[src/design/bpa_pkg.sv]
package bpa_pkg;

  localparam int unsigned PAGES     = 4096;
  localparam int unsigned WORD_BITS = 64;
  localparam int unsigned MAP_WORDS = (PAGES + WORD_BITS - 1) / WORD_BITS;

  localparam int unsigned PAGE_W = 12;
  localparam int unsigned BIT_W  = $clog2(WORD_BITS);
  localparam int unsigned WORD_W = $clog2(MAP_WORDS);
  localparam int unsigned CNT_W  = 13;
  // word counter also holds the number of whole words
  localparam int unsigned FULL_W = CNT_W - BIT_W;

  localparam logic [CNT_W-1:0] PAGE_COUNT_RESET = CNT_W'(PAGES);

  typedef enum logic [1:0] {
    KIND_ALLOC_LOW   = 2'd0,
    KIND_ALLOC_GIVEN = 2'd1,
    KIND_FREE        = 2'd2,
    KIND_CHECK       = 2'd3
  } kind_e;

  typedef enum logic [1:0] {
    STATUS_DONE     = 2'd0,
    STATUS_NO_FREE  = 2'd1,
    STATUS_RANGE    = 2'd2,
    STATUS_RESERVED = 2'd3
  } status_e;

  typedef enum logic [1:0] {
    ST_IDLE,
    ST_READ,
    ST_SCAN,
    ST_DONE
  } state_e;

  typedef struct packed {
    kind_e              kind;
    logic [PAGE_W-1:0]  page_number;
  } req_t;

  typedef struct packed {
    logic [PAGE_W-1:0]  granted_page;
    logic               was_taken;
    status_e            status;
  } rsp_t;

  // lowest clear bit of a map word; only meaningful when one exists
  function automatic logic [BIT_W-1:0] first_zero(input logic [WORD_BITS-1:0] word);
    logic [BIT_W-1:0] idx;
    idx = '0;
    for (int i = WORD_BITS - 1; i >= 0; i--) begin
      if (!word[i]) begin
        idx = BIT_W'(i);
      end
    end
    return idx;
  endfunction

endpackage

[src/design/bitmap_page_allocator_top.sv]
// bitmap page allocator: one bit per page, packed 64 pages to a map word.
// request channel (in_valid_i / in_ready_o / in_req_i): kind and page number.
//   kind 0 grants the lowest free page, 1 takes a named page, 2 frees one,
//   3 reports whether one is taken. every request gives exactly one response.
// response channel (out_valid_o / out_ready_i / out_rsp_o): granted page, the
//   page's old bit and a status (done, no free page, page out of range).
// cfg_we_i / cfg_wdata_i write page_count; write it only while idle.
// sequence: a named-page request goes through read, scan and done; an out-of-range
//   one (or a lowest-free one with no whole word) goes straight to done. a lowest-free
//   request reads one map word per cycle through the single map read port and
//   tests it in the shared find-first-zero unit, visiting at most the whole words
//   below page_count, capped at 4096 pages (64 words at full size); the
//   write-back shares the hit cycle.
// one request is worked on at a time; a new one is accepted once the
//   previous result has moved to the output register, so a request holds the
//   sequencer from accept until its result leaves the done state.
// a stalled receiver holds the response in the output register; a finished
//   result then waits in the sequencer and no new request is taken.
// reset makes every page free and sets page_count to 4096; per-word valid
//   flops make never-written words read as zero, so no clearing pass is run.
module bitmap_page_allocator_top (
  input  logic                            clk_i,
  input  logic                            rst_ni,
  input  logic                            in_valid_i,
  output logic                            in_ready_o,
  input  bpa_pkg::req_t                   in_req_i,
  output logic                            out_valid_o,
  input  logic                            out_ready_i,
  output bpa_pkg::rsp_t                   out_rsp_o,
  input  logic                            cfg_we_i,
  input  logic [bpa_pkg::CNT_W-1:0]       cfg_wdata_i
);
  import bpa_pkg::*;

  state_e               state_q, state_d;
  req_t                 req_q, req_d;
  rsp_t                 res_q, res_d;
  rsp_t                 out_rsp_q, out_rsp_d;
  logic                 out_valid_q, out_valid_d;
  logic [FULL_W-1:0]    w_q, w_d;
  logic [CNT_W-1:0]     page_count_q;

  logic [WORD_BITS-1:0] mem_q [MAP_WORDS];
  logic [MAP_WORDS-1:0] mem_valid_q;
  logic [WORD_BITS-1:0] rdata_q;
  logic                 rvalid_q;
  logic [WORD_W-1:0]    raddr;
  logic                 mem_we;
  logic [WORD_W-1:0]    waddr;
  logic [WORD_BITS-1:0] wdata;

  logic [CNT_W-1:0]     limit;
  logic [FULL_W-1:0]    full;
  logic [WORD_BITS-1:0] word;
  logic                 hit;
  logic                 last;
  logic [BIT_W-1:0]     zero_bit;
  logic [BIT_W-1:0]     req_bit;
  logic [WORD_BITS-1:0] req_onehot;
  logic                 in_range;
  logic                 accept;
  logic                 out_free;

  assign limit      = (page_count_q > CNT_W'(PAGES)) ? CNT_W'(PAGES) : page_count_q;
  assign full       = limit[CNT_W-1:BIT_W];
  assign word       = rvalid_q ? rdata_q : '0;
  assign hit        = (~word) != '0;
  assign last       = (w_q + FULL_W'(1)) == full;
  assign zero_bit   = first_zero(word);
  assign req_bit    = req_q.page_number[BIT_W-1:0];
  assign req_onehot = WORD_BITS'(1) << req_bit;
  assign in_range   = {1'b0, in_req_i.page_number} < limit;
  assign accept     = in_valid_i && in_ready_o;
  assign out_free   = !out_valid_q || out_ready_i;

  // next state
  always_comb begin
    state_d = state_q;
    unique case (state_q)
      ST_IDLE: begin
        if (in_valid_i) begin
          if (in_req_i.kind == KIND_ALLOC_LOW) begin
            state_d = (full == '0) ? ST_DONE : ST_READ;
          end else begin
            state_d = in_range ? ST_READ : ST_DONE;
          end
        end
      end
      ST_READ: begin
        state_d = ST_SCAN;
      end
      ST_SCAN: begin
        if (req_q.kind != KIND_ALLOC_LOW || hit || last) begin
          state_d = ST_DONE;
        end
      end
      ST_DONE: begin
        if (out_free) begin
          state_d = ST_IDLE;
        end
      end
      default: state_d = ST_IDLE;
    endcase
  end

  // outputs and datapath
  always_comb begin
    in_ready_o  = (state_q == ST_IDLE);
    req_d       = req_q;
    res_d       = res_q;
    w_d         = w_q;
    out_rsp_d   = out_rsp_q;
    out_valid_d = out_valid_q && !out_ready_i;
    mem_we      = 1'b0;
    waddr       = w_q[WORD_W-1:0];
    wdata       = word;
    raddr       = (state_q == ST_READ) ? w_q[WORD_W-1:0]
                                       : WORD_W'(w_q + FULL_W'(1));
    unique case (state_q)
      ST_IDLE: begin
        if (in_valid_i) begin
          req_d = in_req_i;
          if (in_req_i.kind == KIND_ALLOC_LOW) begin
            w_d   = '0;
            res_d = '{granted_page: '0, was_taken: 1'b0, status: STATUS_NO_FREE};
          end else begin
            w_d   = FULL_W'(in_req_i.page_number[PAGE_W-1:BIT_W]);
            res_d = '{granted_page: in_req_i.page_number, was_taken: 1'b0,
                      status: STATUS_RANGE};
          end
        end
      end
      ST_READ: begin
      end
      ST_SCAN: begin
        unique case (req_q.kind)
          KIND_ALLOC_LOW: begin
            if (hit) begin
              mem_we = 1'b1;
              wdata  = word | (WORD_BITS'(1) << zero_bit);
              res_d  = '{granted_page: {w_q[WORD_W-1:0], zero_bit}, was_taken: 1'b0,
                         status: STATUS_DONE};
            end else if (last) begin
              res_d = '{granted_page: '0, was_taken: 1'b0, status: STATUS_NO_FREE};
            end else begin
              w_d = w_q + FULL_W'(1);
            end
          end
          KIND_ALLOC_GIVEN: begin
            mem_we = 1'b1;
            wdata  = word | req_onehot;
          end
          KIND_FREE: begin
            mem_we = 1'b1;
            wdata  = word & ~req_onehot;
          end
          KIND_CHECK: begin
          end
          default: begin
          end
        endcase
        if (req_q.kind != KIND_ALLOC_LOW) begin
          res_d = '{granted_page: req_q.page_number, was_taken: word[req_bit],
                    status: STATUS_DONE};
        end
      end
      ST_DONE: begin
        if (out_free) begin
          out_rsp_d   = res_q;
          out_valid_d = 1'b1;
        end
      end
      default: begin
      end
    endcase
  end

  assign out_valid_o = out_valid_q;
  assign out_rsp_o   = out_rsp_q;

  always_ff @(posedge clk_i or negedge rst_ni) begin
    if (!rst_ni) begin
      state_q      <= ST_IDLE;
      out_valid_q  <= 1'b0;
      page_count_q <= PAGE_COUNT_RESET;
      w_q          <= '0;
    end else begin
      state_q     <= state_d;
      out_valid_q <= out_valid_d;
      w_q         <= w_d;
      if (cfg_we_i) begin
        page_count_q <= cfg_wdata_i;
      end
    end
  end

  always_ff @(posedge clk_i) begin
    req_q     <= req_d;
    res_q     <= res_d;
    out_rsp_q <= out_rsp_d;
  end

  // page map: one write and one registered read per cycle
  always_ff @(posedge clk_i) begin
    if (mem_we) begin
      mem_q[waddr] <= wdata;
    end
    rdata_q <= mem_q[raddr];
  end

  always_ff @(posedge clk_i or negedge rst_ni) begin
    if (!rst_ni) begin
      mem_valid_q <= '0;
      rvalid_q    <= 1'b0;
    end else begin
      rvalid_q <= mem_valid_q[raddr] || (mem_we && waddr == raddr);
      if (mem_we) begin
        mem_valid_q[waddr] <= 1'b1;
      end
    end
  end

  // the map is only written while a request is being worked on
  assert property (@(posedge clk_i) disable iff (!rst_ni)
    mem_we |-> state_q == ST_SCAN)
    else $error("map write outside scan");

  // the lowest-free scan never passes the last whole word
  assert property (@(posedge clk_i) disable iff (!rst_ni)
    (state_q == ST_SCAN && req_q.kind == KIND_ALLOC_LOW) |-> w_q < full)
    else $error("scan beyond page limit");

  // an accepted request leaves idle right away
  assert property (@(posedge clk_i) disable iff (!rst_ni)
    accept |=> (state_q == ST_READ || state_q == ST_DONE))
    else $error("request accepted but not started");

  // failed requests report a clear page bit
  assert property (@(posedge clk_i) disable iff (!rst_ni)
    (out_valid_q && out_rsp_q.status != STATUS_DONE) |-> !out_rsp_q.was_taken)
    else $error("failed request reports taken page");

  // no-free-page result carries page zero
  assert property (@(posedge clk_i) disable iff (!rst_ni)
    (out_valid_q && out_rsp_q.status == STATUS_NO_FREE) |-> out_rsp_q.granted_page == '0)
    else $error("no-free result with nonzero page");

endmodule
[config.mk]
export PLATFORM = sky130hd
export DESIGN_NAME = bitmap_page_allocator_top
export DESIGN_NICKNAME = d
export VERILOG_FILES = /design/src/design/bpa_pkg.sv /design/src/design/bitmap_page_allocator_top.sv
export SDC_FILE = /design/constraint.sdc
export NUM_CORES = 2
export LEC_CHECK = 0
export BUFFER_PORTS_ARGS = -buffer_cell sky130_fd_sc_hd__clkbuf_2
export CAP_MARGIN = 20
export CORE_MARGIN = 2
export CORE_UTILIZATION = 35
export CTS_CLUSTER_SIZE = 12
export DETAILED_ROUTE_END_ITERATION = 8
export MAX_ROUTING_LAYER = met4
export PLACE_DENSITY_LB_ADDON = 0.15
export SYNTH_ARGS = -nofsm -noshare
export SYNTH_HDL_FRONTEND = slang
export SYNTH_SLANG_ARGS = --single-unit
[constraint.sdc]
create_clock -name clk_i -period 15.57 [get_ports clk_i]
set_input_delay 1.557 -clock clk_i [delete_from_list [all_inputs] [get_ports clk_i]]
set_output_delay 1.557 -clock clk_i [all_outputs]
set_load 0.1 [all_outputs]
Word level (Yosys, flattened, before mapping)
Memory sizes are Yosys's and may differ from the RTL's. A register that Yosys moved wholly into a read port is not among the register bits.
Index checks and enable logic that the tools add are counted.
- flip-flop bits (word level): 132
- latch bits: 0
- bits in writable memories: 4096
- memory bits (read-only): 0
- input bits: 32
- output and inout bits: 17
- logic and storage cells: 170
- memories: 1
- memories (name ; depth ; width ; rd ports ; clocked after memory_dff ; wr ports ; RTL line ; source):
    mem_q ; 64 ; 64 ; 1 ; 1 ; 1 ; bitmap_page_allocator_top.sv:43 ; logic [WORD_BITS-1:0] mem_q [MAP_WORDS];
- $add $sub $neg: 1
- $mul: 0
- divide/modulo/power cells: 0
- magnitude comparators: 6
- eq/ne operators: 15
- shift-type cells: 2
- muxes and demuxes: 103
- bitwise operators: 6
- reductions and logical operators: 22
- operator list (cell ; count):
    6-bit two-way mux ; 66
    64-bit two-way mux ; 3
    64-bit OR ; 3
    64-bit case mux with 3 select lines ; 1
    64-bit inverter ; 2
    1-bit by 6-bit left shift with 64-bit output (first input constant) ; 2
    15-bit two-way mux ; 6
    64-bit AND ; 1
    64-bit nonzero test ; 1
    15-bit case mux with 2 select lines ; 1
    7-bit two-way mux ; 4
    6-bit by 7-bit less-than comparator with 1-bit output (second input constant) ; 3
    7-bit case mux with 2 select lines ; 1
    13-bit greater-than comparator (second input constant) ; 1
    12-bit by 13-bit less-than comparator with 1-bit output ; 1
    13-bit two-way mux ; 1
    1-bit binary-select mux with 6-bit select ; 2
    2-bit two-way mux ; 6
    2-bit inequality test (second input constant) ; 5
    1-bit two-way mux ; 9
    2-bit case mux with 4 select lines ; 1
    7-bit by 1-bit adder with 7-bit output (second input constant) ; 1
    7-bit == test ; 1
    7-bit logical NOT ; 1
    19 further kinds ; 32

Depth between registers and ports, before layout
- word-level depth: 70
- gate-level depth with buffers: 12
- mapped depth without buffers: 10

Least setup slack after synthesis
Ideal clock, no wire load.
- path kind: register to register
- start point: register rvalid_q
- end point: memory mem_q[0][4] (data pin)
- setup time: 906 ps
- data arrival time: 5702 ps
- required time: 14664 ps
- path slack: 8963 ps
- cell stages (with the launch flop): 13
- path buffers: 5
- period minus slack after synthesis: 6607 ps
- cell sequence: dfrtp_1 > buf_6 > buf_6 > buf_2 > nand3_1 > nor3_1 > o211ai_1 > nor3_1 > a31oi_1 > buf_2 > or2_2 > clkbuf_1 > o41ai_1
- longest elaborated chain between the ends: 70
- elaborated cells between the ends (all ways): 74
- those cells by class: shift (1); mux (68); bitwise (4); reduce/logical (1)
- RTL lines (item ; RTL line ; source):
    from (decl) ; bitmap_page_allocator_top.sv:46 ; logic rvalid_q;
    from (signal assigned) ; bitmap_page_allocator_top.sv:216 ; rvalid_q <= mem_valid_q[raddr] || (mem_we && waddr == raddr);
    64-bit two-way mux * ; bitmap_page_allocator_top.sv:66 ; assign word = rvalid_q ? rdata_q : '0;
    6-bit two-way mux (64 in series) ; bpa_pkg.sv:53 ; if (!word[i]) begin
    1-bit by 6-bit left shift with 64-bit output ; bitmap_page_allocator_top.sv:140 ; wdata = word | (WORD_BITS'(1) << zero_bit);
    64-bit OR ; bitmap_page_allocator_top.sv:140 ;
    64-bit two-way mux ; bitmap_page_allocator_top.sv:138 ; if (hit) begin
    64-bit case mux with 3 select lines ; bitmap_page_allocator_top.sv:136 ; unique case (req_q.kind)
    64-bit two-way mux * ; bitmap_page_allocator_top.sv:119 ; unique case (state_q)
    net wdata[4] ; bitmap_page_allocator_top.sv:50 ; logic [WORD_BITS-1:0] wdata;
    to (decl) ; bitmap_page_allocator_top.sv:43 ;
The timed path passes the listed nets; every way through them passes the cells marked *.

Final worst setup path
- start point: register rvalid_q
- end point: memory mem_q[36][43], enable pin
- longest elaborated chain between the ends: 8
- RTL lines (item ; RTL line ; source):
    64-bit two-way mux ; bitmap_page_allocator_top.sv:66 ;
    64-bit inverter ; bitmap_page_allocator_top.sv:67 ; assign hit = (~word) != '0;
    64-bit nonzero test ; bitmap_page_allocator_top.sv:67 ;
    1-bit two-way mux ; bitmap_page_allocator_top.sv:138 ;
    1-bit case mux with 2 select lines ; bitmap_page_allocator_top.sv:136 ;
    1-bit two-way mux ; bitmap_page_allocator_top.sv:119 ;
    1-bit two-way mux ; bitmap_page_allocator_top.sv:205 ; if (mem_we) begin
    1-bit two-way mux (implied by the code) ; bitmap_page_allocator_top.sv:206 ; mem_q[waddr] <= wdata;
Every way passes these cells.

==> impl_metrics.csv <==
group,metric,value,unit
outcome,status,"finished clean",
floorplanning,initial_core_util,35.11,%
clock_tree,path_clk_slew,0.07,ns
place,io_buffers,48,
clock_tree,cts_made_buffers,451,
timing,worst_slew_pin_slew,1.289,ns
detailed_routing,drc,0,
worst_setup_path,crit_fanout,52,
worst_setup_path,critPathArrivalTime,6.92,ns
global_routing,grt_max_degree,113,
place,pre_cts_slack,9.209,ns
synthesis,synth_seq_area_share,76.75,%
min_path,hold_depth,0,
floorplanning,core_region_area,474200,sq um
detailed_routing,routed_wl,533.9,mm
synthesis,synth_top_area_cell,"edfxtp_1",
place,hpwl,295.7,mm
global_routing,track_usage,22.56,%
timing,max_freq,158.7,MHz
detailed_routing,wl_met2,261.3,mm
synthesis,synth_cell_types,101,
synthesis,synth.area.top_cells,"edfxtp_1 75%, mux4_2 18%, dfrtp_1 1.3%",
finish,syn2layout_area_growth,14.86,%
worst_setup_path,cp_common_cell,"buf_4",
detailed_routing,first_pass_iters,6,
timing,min_period_over_period,40.48,%
synthesis,synth_area,166500,sq um
finish,final_layout_size_suffix_gt1_share,30.90,%
timing,clock_skew,0.09299,ns
global_routing,first_global_vias,83769,
finish,final_cell_count_no_fill,14243,
synthesis,yosysTopAreaCellShare,74.66,%
worst_setup_path,slowest_stage,"nand2_1",
pwr,p_per_area,201.2,nW/um^2
timing,fin_setup_tns,0,ns
floorplanning,die_area,481300,sq um
clock_tree,cts_max_path_buffers,4,
worst_setup_path,reg2regPathDepth,10,
synthesis,syn_inst,7197,
clock_tree,clkSinkCount,4292,
synthesis,ys_ff_latch,4292,
clock_tree,htreeDepth,5,
synthesis,synth_top_flop_cell,"edfxtp_1",
timing,hold_viol_final,0,
clock_tree,cts_tree,"built",
synthesis,async_flop_share,2.050,%
clock_tree,holdBufCountCts,0,
synthesis,ys_warn_count,0,
job,drv_cap,0,
worst_setup_path,crit_type,"register to register",
finish,layout_common_cells,"4140 x edfxtp_1, 1317 x mux4_2, 457 x clkbuf_16",
pwr,ir_drop,0.0002277,V
detailed_routing,top_layer,"met4",
detailed_routing,wl_met3,32.51,mm
place,dp_cells,13396,
floorplanning,fp-row-count,253,
detailed_routing,drtAntennaViolNets,0,
clock_tree,cts_setup_buffers,0,
finish,final_util,40.33,%
worst_setup_path,cpPeakStageDelay,0.81,ns
clock_tree,root_buffer,"clkbuf_16",
detailed_routing,drtIter0Drc,10555,
detailed_routing,wl_per_cell,37.48,um
timing,rsz0062_at_grt,"false",
timing,finalCriticalPeriod,6.302,ns
synthesis,syn_nets,7249,
finish,nets,7656,
timing,finalMaxSlewViolations,0,
floorplanning,die_x,693.7,um
worst_setup_path,start_kind,"register",
floorplanning,ioPinCount,49,
clock_tree,clock_latency,1.04,ns
timing,finalSetupViolCount,0,
floorplanning,die_h,693.7,um
timing,fin_ws,9.268,ns
finish,final_common_cell,"edfxtp_1",
worst_setup_path,crit_chain,"buf_4, and4_2, and4_2, nand4b_1, o21ai_1, a21oi_1, nand2_1, nor2_4, buf_4, buf_4",
worst_setup_path,crit_required,16.18,ns
detailed_routing,wl_met1,226.6,mm
pwr,leakage,56.89,nW
synthesis,synth_area_per_cell,23.14,sq um
detailed_routing,vias,82267,
clock_tree,post_cts_resized,0,
synthesis,synth_edf_count,4140,
global_routing,grt.overflow.total,0,
place,gp_congestion,0.9131,
worst_setup_path,endpoint_kind,"register",
detailed_routing,avgViaCountPerCell,5.776,
min_path,hp-class,"register to register",
global_routing,grt_antenna_before_repair,37,
global_routing,grt_pass1_wl,726.5,mm
timing,max_slew_margin,14.05,%
through the flow:
| stage | instance area [sq um] | power, mW | hold WS [ns] |
|---|---|---|---|
| 2_1_floorplan | 166500 | 23.75 | 0.4003 |
| 3_3_place_gp | 176800 | 28.70 | 0.4079 |
| 3_5_place_dp | 177100 | 28.72 | 0.4138 |
| 4_1_cts | 191200 | 39.09 | 0.4259 |
| 5_1_grt | 191200 | 39.97 | 0.4473 |
| 6_report | 191300 | 38.49 | 0.4220 |
synthesized netlist by cell type, types with 7 or more instances:
| library cell | number |
|---|---|
| nand3b_1 | 7 |
| nor2b_1 | 20 |
| or2_2 | 8 |
| mux2_2 | 13 |
| mux4_2 | 1317 |
| o221ai_1 | 12 |
| dfxtp_1 | 64 |
| mux2i_1 | 7 |
| edfxtp_1 | 4140 |
| inv_1 | 30 |
| a211oi_1 | 11 |
| nor2_1 | 125 |
| dfrtp_1 | 87 |
| o31ai_1 | 23 |
| nand3_1 | 50 |
| a222oi_1 | 9 |
| o21ai_0 | 70 |
| a22oi_1 | 147 |
| a21boi_0 | 8 |
| o41ai_1 | 7 |
| nand4_1 | 20 |
| buf_2 | 145 |
| nand2b_1 | 20 |
| and2_1 | 15 |
| nand2_1 | 232 |
| ha_1 | 20 |
| o211ai_1 | 15 |
| o21bai_1 | 58 |
| a21oi_1 | 57 |
| nor3_1 | 18 |
| buf_1 | 29 |
| a31oi_1 | 27 |
| xor2_1 | 7 |
| a21o_1 | 13 |
| clkbuf_1 | 231 |
| a32oi_1 | 19 |
power by group:
group / internal, mW / leakage (nW) / switching (mW)
registers: 13.2 / 37.7 / 0.475
clock network: 5.84 / 6.83 / 4.51
logic: 6.52 / 12.3 / 7.90
total: 25.6 / 56.9 / 12.9
per-layer routing:
layer  track usage (%)  vias up
met3             2.704      726
met5                 -        -
li1                  -    31876
met1             31.03    46445
met4             5.483        0
met2             36.08     3220
final timing paths:
| kind | slack (ns) | startpoint | end |
|---|---|---|---|
| setup / recovery | 9.27 | rvalid_q | mem_q[36][43] |
| setup reg to reg | 9.27 | rvalid_q | mem_q[36][43] |
| hold reg to reg | 0.42 | res_q[1] | out_rsp_o[1] |
| min in group asynchronous | 0.49 | rst_ni | out_valid_o |
| max in group asynchronous | 13.62 | rst_ni | rvalid_q |
| hold / removal | 0.42 | res_q[1] | out_rsp_o[1] |
registers in the layout, indices dropped and copies added (netlist names):
signal / flops
rdata_q: 64
req_bit: 6
res_q: 15
w_q: 7
mem_valid_q: 64
out_rsp_o: 15
out_valid_o: 1
mem_q: 4096
rvalid_q: 1
page_count_q: 13
req_q: 8
state_q: 2
cell families (layout without fill, tap and decap cells):
| kind of cell | Yosys count | in the layout | share of synthesized area (%) |
|---|---|---|---|
| DFF | 4292 | 4292 | 76.75 |
| adders and majority gates | 20 | 20 | 0.1503 |
| buffers and inverters | 442 | 1225 | 1.134 |
| and+or+nand+nor | 562 | 562 | 1.613 |
| xor gates and xnor gates | 13 | 13 | 0.07739 |
| muxes | 1342 | 1342 | 18.00 |
| other | 0 | 16 | 0 |
| AOI/OAI and AO/OA | 526 | 526 | 2.274 |
critical path: cells and delay by family, from the launching register on:
kind | cells | cell delay (ns)
flops | 1 | 0.74
buf+inv | 3 | 1.80
simple gates | 5 | 2.46
compound gates | 2 | 0.79
area by class of cell:
| type | count | area, sq um |
|---|---|---|
| Fill cell | 41610 | 282900 |
| Sequential cell | 4292 | 127800 |
| Multi-Input combinational cell | 2463 | 38250 |
| Clock buffer | 655 | 12520 |
| Tap cell | 6247 | 7816 |
| Timing Repair Buffer | 366 | 3133 |
| Clock inverter | 174 | 1579 |
| Inverter | 30 | 112.6 |
| Antenna cell | 16 | 40.04 |
Power figures use the tool's default switching activity.
